--- src/hw/rtl/tcba_pkg.sv ---
package tcba_pkg;

   localparam int PRICE_W = 32;
   localparam int QTY_W   = 32;
   localparam int TIME_W  = 48;
   localparam int STEP_W  = 16;
   localparam int BASE_W  = 32;
   localparam int TF_W    = 22;
   localparam int DELTA_W = 64;
   localparam int VOL_W   = 48;
   localparam int STAMP_W = 32;
   localparam int CSR_W   = 32;
   localparam int CSR_IDX_W = 2;
   localparam int DIV_CNT_W = 6;

   localparam logic [CSR_IDX_W-1:0] CSR_PRICE_STEP  = 2'd0;
   localparam logic [CSR_IDX_W-1:0] CSR_BUCKET_BASE = 2'd1;
   localparam logic [CSR_IDX_W-1:0] CSR_TIMEFRAME   = 2'd2;
   localparam logic [CSR_IDX_W-1:0] CSR_CUM_MODE    = 2'd3;

   localparam logic [TF_W-1:0]      TF_DEFAULT = 22'd1000;
   localparam logic [VOL_W-1:0]     VOL_MAX    = {VOL_W{1'b1}};
   localparam logic [DIV_CNT_W-1:0] PRICE_ITERS = 6'd32;
   localparam logic [DIV_CNT_W-1:0] TIME_ITERS  = 6'd48;

   typedef enum logic [3:0] {
      ST_CLEAR,
      ST_IDLE,
      ST_DIV_PRICE,
      ST_DIV_TIME,
      ST_LOOKUP,
      ST_READ,
      ST_UPDATE,
      ST_CANDLE,
      ST_EMIT
   } state_type;

   typedef struct packed {
      logic [STAMP_W-1:0] stamp;
      logic [VOL_W-1:0]   vol;
   } mem_word_type;

   typedef struct packed {
      logic                 start;
      logic [DIV_CNT_W-1:0] iters;
      logic [TIME_W-1:0]    dividend;
      logic [TF_W-1:0]      divisor;
   } div_req_type;

   typedef struct packed {
      logic              done;
      logic [TIME_W-1:0] quotient;
      logic [TF_W-1:0]   remainder;
   } div_rsp_type;

endpackage

--- src/hw/rtl/tcba_div.sv ---
module tcba_div (
   input  logic                 clock,
   input  logic                 reset,
   input  tcba_pkg::div_req_type req,
   output tcba_pkg::div_rsp_type rsp
);
   import tcba_pkg::*;

   logic                 busy_ff;
   logic                 done_ff;
   logic [DIV_CNT_W-1:0] cnt_ff;
   logic [TIME_W-1:0]    dvd_ff;
   logic [TIME_W-1:0]    quo_ff;
   logic [TF_W-1:0]      rem_ff;
   logic [TF_W-1:0]      dvs_ff;
   logic [TF_W:0]        trial;
   logic                 fits;

   assign trial = {rem_ff, dvd_ff[TIME_W-1]};
   assign fits  = trial >= {1'b0, dvs_ff};

   always_ff @(posedge clock) begin
      if (reset) begin
         busy_ff <= 1'b0;
         done_ff <= 1'b0;
         cnt_ff  <= '0;
      end else if (req.start) begin
         busy_ff <= 1'b1;
         done_ff <= 1'b0;
         cnt_ff  <= req.iters;
      end else if (busy_ff) begin
         cnt_ff  <= cnt_ff - 1'b1;
         busy_ff <= (cnt_ff != 6'd1);
         done_ff <= (cnt_ff == 6'd1);
      end else begin
         done_ff <= 1'b0;
      end
   end

   always_ff @(posedge clock) begin
      if (req.start) begin
         dvd_ff <= req.dividend;
         dvs_ff <= req.divisor;
         quo_ff <= '0;
         rem_ff <= '0;
      end else if (busy_ff) begin
         dvd_ff <= {dvd_ff[TIME_W-2:0], 1'b0};
         quo_ff <= {quo_ff[TIME_W-2:0], fits};
         rem_ff <= fits ? TF_W'(trial - {1'b0, dvs_ff}) : trial[TF_W-1:0];
      end
   end

   assign rsp.done      = done_ff;
   assign rsp.quotient  = quo_ff;
   assign rsp.remainder = rem_ff;

endmodule

--- config.mk ---
export PLATFORM = sky130hd
export DESIGN_NAME = tcba_div
export DESIGN_NICKNAME = d
export VERILOG_FILES = /design/src/hw/rtl/tcba_pkg.sv /design/src/hw/rtl/tcba_div.sv
export SDC_FILE = /design/constraint.sdc
export NUM_CORES = 1
export LEC_CHECK = 0
export BUFFER_PORTS_ARGS = -buffer_cell sky130_fd_sc_hd__buf_4
export CORE_MARGIN = 2
export CORE_UTILIZATION = 57
export CTS_BUF_LIST = sky130_fd_sc_hd__clkbuf_8
export DETAILED_ROUTE_END_ITERATION = 12
export PLACE_DENSITY_LB_ADDON = 0.25
export SLEW_MARGIN = 20
export SYNTH_ARGS = -nofsm -noshare
export SYNTH_HDL_FRONTEND = slang
export SYNTH_SLANG_ARGS = --single-unit
--- constraint.sdc ---
create_clock -name clock -period 6.1 [get_ports clock]
set_input_delay 0.305 -clock clock [delete_from_list [all_inputs] [get_ports clock]]
set_output_delay 0.305 -clock clock [all_outputs]
set_load 0.02 [all_outputs]
==> flow_summary.json, run 1 <==
{
  "status": "finished, final reports clean",
  "synth.most_common_cell": "nor2_1",
  "vias": 5050,
  "pre_cts_ws_ns": 2.97,
  "clk_latency_ns": 0.46,
  "synth_commonest_cells": "96 x nor2_1, 78 x dfxtp_1, 70 x edfxtp_1, 63 x mux2i_1, 48 x mux2_2",
  "hold_ws_ns": 0.0426,
  "tns_ns": 0,
  "synth_top_cell_by_area": "edfxtp_1",
  "placed_area_um2": 8110,
  "syn2layout_area_growth_pct": 25.8,
  "ys_types": 52,
  "r2r_cells": 10,
  "grt_usage_pct": 22.7,
  "fin_crit_ns": 3.19,
  "wire_per_inst_um": 15.1,
  "holdPathStages": 1,
  "highest_layer": "met4",
  "ios": 150,
  "final-hold-violation-count": 0,
  "clock.fmax_ghz": 0.314,
  "dp_hpwl_um": 9600,
  "startpoint_type": "register",
  "wl_met2_um": 6800,
  "syn_area_per_cell_um2": 11.2,
  "stdcell_area_um2": 8720,
  "layout.cells.non_filler": 938,
  "rsz0062_at_grt": "no",
  "clkTransAtPathRegs_ns": 0.07,
  "htreeDepth": 4,
  "min_path_type": "in2reg",
  "rows": 40,
  "synthFlopType": "dfxtp_1",
  "clk_path_buf_depth": 2,
  "timing.rr.end": "rem_ff[1]",
  "rrSetupSlack_ns": 2.91,
  "drt-vias-per-instance": 5.38,
  "initial_core_util_pct": 58.0,
  "cts_root_buf": "clkbuf_8",
  "die_h_um": 114,
  "first_pass_iters": 4,
  "tightest_slew_ns": 0.971,
  "crit_fanout": 23,
  "cts_made_buffers": 17,
  "synth_edf_count": 70,
  "arrival_ns": 3.49,
  "syn-num-nets": 724,
  "total_power_mw": 2.33,
  "critPathKind": "reg2reg",
  "finalMaxSlewViolations": 0,
  "dr_wl_met3_um": 983,
  "cp.required_ns": 6.40,
  "ant_nets": 0,
  "drt_iter0_drc": 252,
  "drcViolationCount": 0,
  "yosysWarnings": 0,
  "async_reset_ff_share_pct": 0,
  "hp-start": "req[13]",
  "maxSlewHeadroom_pct": 35.3,
  "crit_start": "rem_ff[0]",
  "antenna_found_initial": 0,
  "dieArea_um2": 13100,
  "synthesis.area_um2": 6930,
  "grt_pass1_vias": 4967,
  "r2r_start": "rem_ff[0]",
  "drv_cap": 0,
  "fin_util_pct": 72.9,
  "skew_ns": 0.0176,
  "p_per_area_nw_per_um2": 268,
  "nets": 882,
  "grt_pass1_wl_um": 23200,
  "place.gp.congestion": 0.995,
  "m1WireLength_um": 6040,
  "vdd_drop_max_mv": 0.278,
  "setup_ws_ns": 2.91,
  "synthTopCellsByArea": "edfxtp_1 30%, dfxtp_1 23%, mux2i_1 9.1%, mux2_2 7.8%, nor2_1 5.2%",
  "gr-total-overflow": 0,
  "synth_cells": 620,
  "drive_gt1_share_pct": 29.7,
  "grt_max_degree": 90,
  "period_share_pct": 52.3,
  "crit_end": "rem_ff[1]",
  "design.core.area_um2": 12000,
  "synth_top_area_share_pct": 30.3,
  "cts_tree": "built",
  "dp_cells": 885,
  "wirelength_um": 14100,
  "setup_viol": 0,
  "cts_sinks": 148,
  "ys_seq_area_share_pct": 52.8,
  "total_leakage_power_nw": 3.81,
  "num_antenna_cells": 0,
  "ys_ff_latch": 148,
  "numPortBuffers": 149,
  "fp.dieW_um": 114,
  "end_kind": "register"
}
[critical path, cell delays in order (launching register included)]
cell and delay (ns):
dfxtp_1 0.46, ha_1 0.30, nor2b_1 0.16, o21ai_1 0.27
nand4_1 0.15, a221oi_1 0.32, o32a_1 0.23, o21a_1 0.44
buf_4 0.38, mux2i_1 0.24, a211oi_1 0.09
[flip-flops by register name (all words and copies together) (netlist names)]
signal / flops
busy_ff: 1
dvs_ff: 22
quo_ff: 48
dvd_ff: 48
done_ff: 1
rem_ff: 22
cnt_ff: 6
[where the power goes]
group	internal [mW]	leakage (nW)	switching (mW)	total (mW)
clock	0.402	0.215	0.369	0.771
sequential	1.11	1.33	0.0381	1.15
combinational	0.200	2.27	0.212	0.412
[cells by family (layout without fill, tap and decap cells)]
group,Yosys count,in the layout,share of synthesized area (%)
xor+xnor,22,22,2.78
simple gates,158,158,10.3
compound gates,94,94,8.83
mux,111,111,16.9
buf+inv,62,233,3.74
fa+ha+maj,25,25,4.62
flops,148,148,52.8
[routing by layer]
layer | track usage, % | vias to the layer above
li1 | - | 2538
met1 | 27.3 | 2340
met2 | 36.9 | 143
met3 | 8.95 | 29
met4 | 8.46 | 0
met5 | 0 | -
[final cells by class]
class | instances | area (µm²)
Inverter | 28 | 105
Clock buffer | 17 | 234
Multi-Input combinational cell | 410 | 3010
Tap cell | 147 | 184
Fill cell | 864 | 3240
Timing Repair Buffer | 173 | 1350
Sequential cell | 148 | 3670
Clock inverter | 15 | 165
[placed cells by master, fill, tap and decap left out, drive strengths merged, types with 4 or more instances in the layout]
cell,instances
a211oi,23
a21o,8
a21oi,31
a31oi,6
buf,152
clkbuf,17
clkinv,4
dfxtp,78
dlygate4sd3,21
edfxtp,70
ha,24
inv,35
mux2,48
mux2i,63
nand2,19
nand2b,6
nand3,6
nor2,96
nor2b,5
nor3,5
o21ai,11
xnor2,15
xor2,7
[repair_timing]
item	4_1_cts	5_1_grt
gates resized for setup	0	0
hold buffers	20	1
buffers inserted	0	0
endpoints found under the hold margin	20	1
[worst min-delay path by stage]
| stage | to | slack [ns] |
|---|---|---|
| final | dvs_ff[13] | 0.04 |
| after global routing | dvs_ff[13] | 0.008 |
| after CTS | dvs_ff[13] | 0.002 |
| after floorplan | dvs_ff[0] | 0.40 |
| after global placement | quo_ff[47] | 0.48 |
| after detailed placement | dvs_ff[19] | 0.48 |
No activity file was read; power rests on OpenSTA's default activity.
==> inputs of run 2 (changes only) <==
Settings changed: CORE_UTILIZATION 57 to 51.
Clock period 6.1 ns to 2.9 ns, I/O delays scaled along.
==> flow_summary.json, run 2 (synthesis gave the netlist of run 1 again) <==
{
  "die_h_um": 121,
  "tightest_slew_ns": 0.726,
  "clk_latency_ns": 0.47,
  "hold_ws_ns": 0.120,
  "ios": 150,
  "grt_pass1_wl_um": 25800,
  "r2r_start": "dvs_ff[2]",
  "wirelength_um": 16000,
  "grt_pass1_vias": 5377,
  "rsz0062_at_grt": "no",
  "period_share_pct": 95.4,
  "numPortBuffers": 149,
  "grt_max_degree": 92,
  "dp_cells": 928,
  "rows": 42,
  "min_path_type": "in2reg",
  "initial_core_util_pct": 52.4,
  "vdd_drop_max_mv": 0.375,
  "startpoint_type": "register",
  "total_leakage_power_nw": 4.12,
  "r2r_cells": 11,
  "cts_sinks": 148,
  "hp-start": "req[76]",
  "drv_cap": 0,
  "grt_usage_pct": 22.4,
  "clock.fmax_ghz": 0.362,
  "tns_ns": 0,
  "timing.rr.end": "rem_ff[20]",
  "setup_viol": 0,
  "drt_iter0_drc": 241,
  "stdcell_area_um2": 9500,
  "nets": 953,
  "first_pass_iters": 4,
  "clk_path_buf_depth": 2,
  "arrival_ns": 3.16,
  "p_per_area_nw_per_um2": 534,
  "maxSlewHeadroom_pct": 51.6,
  "dp_hpwl_um": 10000,
  "finalMaxSlewViolations": 0,
  "crit_fanout": 6,
  "fin_crit_ns": 2.77,
  "placed_area_um2": 8270,
  "final-hold-violation-count": 0,
  "layout_commonest_cell": "buf_4",
  "gr-total-overflow": 0,
  "num_antenna_cells": 0,
  "antenna_found_initial": 0,
  "ant_nets": 0,
  "cp.required_ns": 3.29,
  "crit_start": "dvs_ff[2]",
  "cts_made_buffers": 17,
  "dieArea_um2": 14500,
  "critPathKind": "reg2reg",
  "skew_ns": 0.0159,
  "place.gp.congestion": 0.953,
  "multiInputGateArea_um2": 3050,
  "wire_per_inst_um": 15.4,
  "drcViolationCount": 0,
  "biggestRegsByFlops": "dvd_ff: 48 flops, quo_ff: 48 flops",
  "cts_tree": "built",
  "design.core.area_um2": 13200,
  "clkTransAtPathRegs_ns": 0.09,
  "drive_gt1_share_pct": 30.2,
  "vias": 5344,
  "drt-vias-per-instance": 5.15,
  "fp.dieW_um": 121,
  "fillerInstances": 950,
  "fin_util_pct": 71.7,
  "crit_end": "rem_ff[20]",
  "htreeDepth": 4,
  "end_kind": "register",
  "rrSetupSlack_ns": 0.13,
  "final-seq-area_um2": 3670,
  "status": "finished, final reports clean",
  "layout.cells.non_filler": 1038,
  "layout_common_cells": "165 x buf_4, 96 x nor2_1, 77 x dfxtp_1, 77 x dlygate4sd3_1, 70 x edfxtp_1",
  "cts_root_buf": "clkbuf_8",
  "syn2layout_area_growth_pct": 37.0
}
## run 2: cell types whose count changed in the layout (fill, tap and decap cells not counted), sizes merged
cell	delta
buf	+15
bufinv	-1
clkinv	-2
dlygate4sd3	+56
inv	+3
## run 2: repair_timing
item | 4_1_cts | 5_1_grt
endpoints found under the setup margin | 1 | 5
endpoints found under the hold margin | 78 | 0
pin swaps | 0 | 2
setup buffers | 0 | 1
gates resized for setup | 2 | 9
hold buffers | 77 | 0
## run 2: layout make-up
| cell class | instances | area share [%] |
|---|---|---|
| Timing Repair Buffer | 244 | 21.6 |
| Inverter | 28 | 1.11 |
| Multi-Input combinational cell | 410 | 32.1 |
| Tap cell | 176 | 2.32 |
| Clock buffer | 17 | 2.46 |
| Sequential cell | 148 | 38.6 |
| Clock inverter | 15 | 1.79 |
## run 2: how the worst min path moves through the flow
| stage | end | depth (start not counted) |
|---|---|---|
| 6_report | rem_ff[2] | 2 |
| 5_1_grt | rem_ff[2] | 2 |
| 4_1_cts | rem_ff[2] | 2 |
| 3_5_place_dp | dvs_ff[19] | 1 |
| 3_3_place_gp | dvs_ff[7] | 1 |
| 2_1_floorplan | dvs_ff[0] | 0 |
## run 2: power by group
part | leakage (nW) | internal (mW) | total (mW) | switching [mW]
Sequential | 1.33 | 2.34 | 2.42 | 0.0838
Clock | 0.209 | 0.789 | 1.65 | 0.866
Combinational | 2.58 | 0.511 | 0.994 | 0.483
## run 2: stage by stage
stage | power, mW | worst slack [ns]
floorplan | 3.06 | 0.328
global placement | 3.33 | 0.124
detailed placement | 3.35 | -0.0875
CTS | 5.09 | 0.0503
global route | 5.30 | 0.000604
finish | 5.07 | 0.134
## run 2: critical path: stages, from the launching register on
cell and delay, ns:
edfxtp_1 0.34, inv_1 0.04, ha_1 0.36, and3_1 0.21, o21ai_1 0.09, nand4_1 0.12, a221oi_1 0.11, o32a_1 0.39
o21a_1 0.23, buf_4 0.16, or4b_1 0.50, a31oi_1 0.14
## run 2: metal layers
layer / global-route usage (%) / share of wire (%) / vias up
met3: 5.71 / 4.4 / 26
met5: 0 / 0 / -
li1: - / - / 2675
met2: 38.6 / 50 / 131
met1: 27.1 / 43 / 2512
met4: 8.36 / 1.9 / 0
==> inputs of run 3 (changes only) <==
Settings changed: CORE_ASPECT_RATIO set to 0.75.
==> flow_summary.json, run 3 (synthesis gave the netlist of run 1 again) <==
{
  "status": "finished, final reports clean",
  "grt_usage_pct": 22.8,
  "place.gp.congestion": 0.881,
  "grt_pass1_wl_um": 26500,
  "finalMaxSlewViolations": 0,
  "skew_ns": 0.0132,
  "drt-vias-per-instance": 5.24,
  "ios": 150,
  "nets": 948,
  "tightest_slew_ns": 0.684,
  "r2r_start": "rem_ff[10]",
  "layout_commonest_cell": "buf_4",
  "period_share_pct": 94.4,
  "fin_crit_ns": 2.74,
  "htreeDepth": 4,
  "clkTransAtPathRegs_ns": 0.08,
  "die_h_um": 105,
  "drcViolationCount": 0,
  "dp_cells": 919,
  "clk_path_buf_depth": 2,
  "layout_common_cells": "160 x buf_4, 96 x nor2_1, 77 x dfxtp_1, 77 x dlygate4sd3_1, 70 x edfxtp_1",
  "layout.cells.non_filler": 1028,
  "vias": 5388,
  "wire_per_inst_um": 16.2,
  "drt_iter0_drc": 326,
  "drv_cap": 0,
  "fillerInstances": 924,
  "timing.rr.end": "rem_ff[15]",
  "gr-total-overflow": 0,
  "crit_fanout": 7,
  "grt_pass1_vias": 5253,
  "holdPathStages": 1,
  "cts_root_buf": "clkbuf_8",
  "pre_cts_ws_ns": -0.0118,
  "antenna_found_initial": 1,
  "r2r_cells": 9,
  "cts_made_buffers": 17,
  "hold-path-endpoint": "dvs_ff[1]",
  "setup_viol": 0,
  "drive_gt1_share_pct": 29.4,
  "maxSlewHeadroom_pct": 54.4,
  "first_pass_iters": 5,
  "stdcell_area_um2": 9430,
  "total_leakage_power_nw": 4.10,
  "design.core.area_um2": 13200,
  "total_power_mw": 5.03,
  "clk_latency_ns": 0.45,
  "num_antenna_cells": 0,
  "dp_hpwl_um": 10300,
  "rrSetupSlack_ns": 0.16,
  "min_path_type": "in2reg",
  "ant_nets": 0,
  "clock.fmax_ghz": 0.365,
  "wirelength_um": 16700,
  "fin_util_pct": 71.7,
  "syn2layout_area_growth_pct": 36.0,
  "fp.dieW_um": 139,
  "cts_sinks": 148,
  "post-cts-setup-buffers": 0,
  "placed_area_um2": 8240,
  "rows": 36,
  "arrival_ns": 3.08,
  "dieArea_um2": 14600,
  "cts_tree": "built",
  "grt_max_degree": 62,
  "p_per_area_nw_per_um2": 534,
  "hp-start": "req[76]",
  "end_kind": "register",
  "critPathKind": "reg2reg",
  "numPortBuffers": 149,
  "setup_ws_ns": 0.162,
  "biggestRegsByFlops": "dvd_ff: 48 flops, quo_ff: 48 flops",
  "startpoint_type": "register",
  "cp.required_ns": 3.24,
  "initial_core_util_pct": 52.7,
  "vdd_drop_max_mv": 0.392,
  "final-hold-violation-count": 0
}
-- run 3: routing by layer --
metal	share of wire (%)	global-route usage, %
met4	1.4	7.36
met5	0.078	0
met1	45	29.8
met3	6.1	6.60
met2	47	36.9
-- run 3: per-stage QoR --
stage / hold slack, ns / TNS (ns)
2_1_floorplan: 0.244 / 0
3_3_place_gp: 0.323 / 0
3_5_place_dp: 0.325 / -0.0118
4_1_cts: 0.183 / 0
5_1_grt: 0.191 / -0.00366
6_report: 0.210 / 0
-- run 3: final cells by class --
class | count | area, µm² | area share (%)
clock inverter | 13 | 130 | 1.38
inverter | 28 | 105 | 1.11
timing repair buffer | 239 | 2010 | 21.3
clock buffer | 19 | 262 | 2.77
multi-input combinational | 410 | 3040 | 32.2
sequential | 148 | 3670 | 38.9
tap | 171 | 214 | 2.27
-- run 3: where the power goes --
part / total, mW / leakage [nW] / internal [mW] / switching (mW)
Combinational: 1.01 / 2.56 / 0.500 / 0.506
Clock: 1.61 / 0.212 / 0.809 / 0.803
Sequential: 2.41 / 1.33 / 2.34 / 0.0718
Total: 5.03 / 4.10 / 3.65 / 1.38
-- run 3: repair_timing --
action | 4_1_cts | 5_1_grt
gates resized for setup | 2 | 8
cloned | 0 | 0
endpoints found under the hold margin | 78 | 0
endpoints found under the setup margin | 2 | 7
pin swaps | 0 | 1
hold buffers | 77 | 0
-- run 3: worst max path at each step --
stage	depth (start not counted)	end	startpoint	slack [ns]
2_1_floorplan	12	rem_ff[20]	dvd_ff[47]	0.33
5_1_grt	9	rem_ff[0]	rem_ff[10]	-0.004
3_3_place_gp	12	rem_ff[20]	dvd_ff[47]	0.1
4_1_cts	13	rem_ff[10]	dvd_ff[47]	0.07
6_report	9	rem_ff[15]	rem_ff[10]	0.16
3_5_place_dp	12	rem_ff[20]	dvd_ff[47]	-0.01
-- run 3: critical path, stage by stage (launching register included) --
cell      delay (ns)
dfxtp_1         0.38
ha_1            0.45
nand4_1         0.22
a211oi_2        0.23
a221oi_2        0.10
o32a_1          0.38
o21a_1          0.25
buf_4           0.19
and4b_1         0.17
a211o_1         0.25
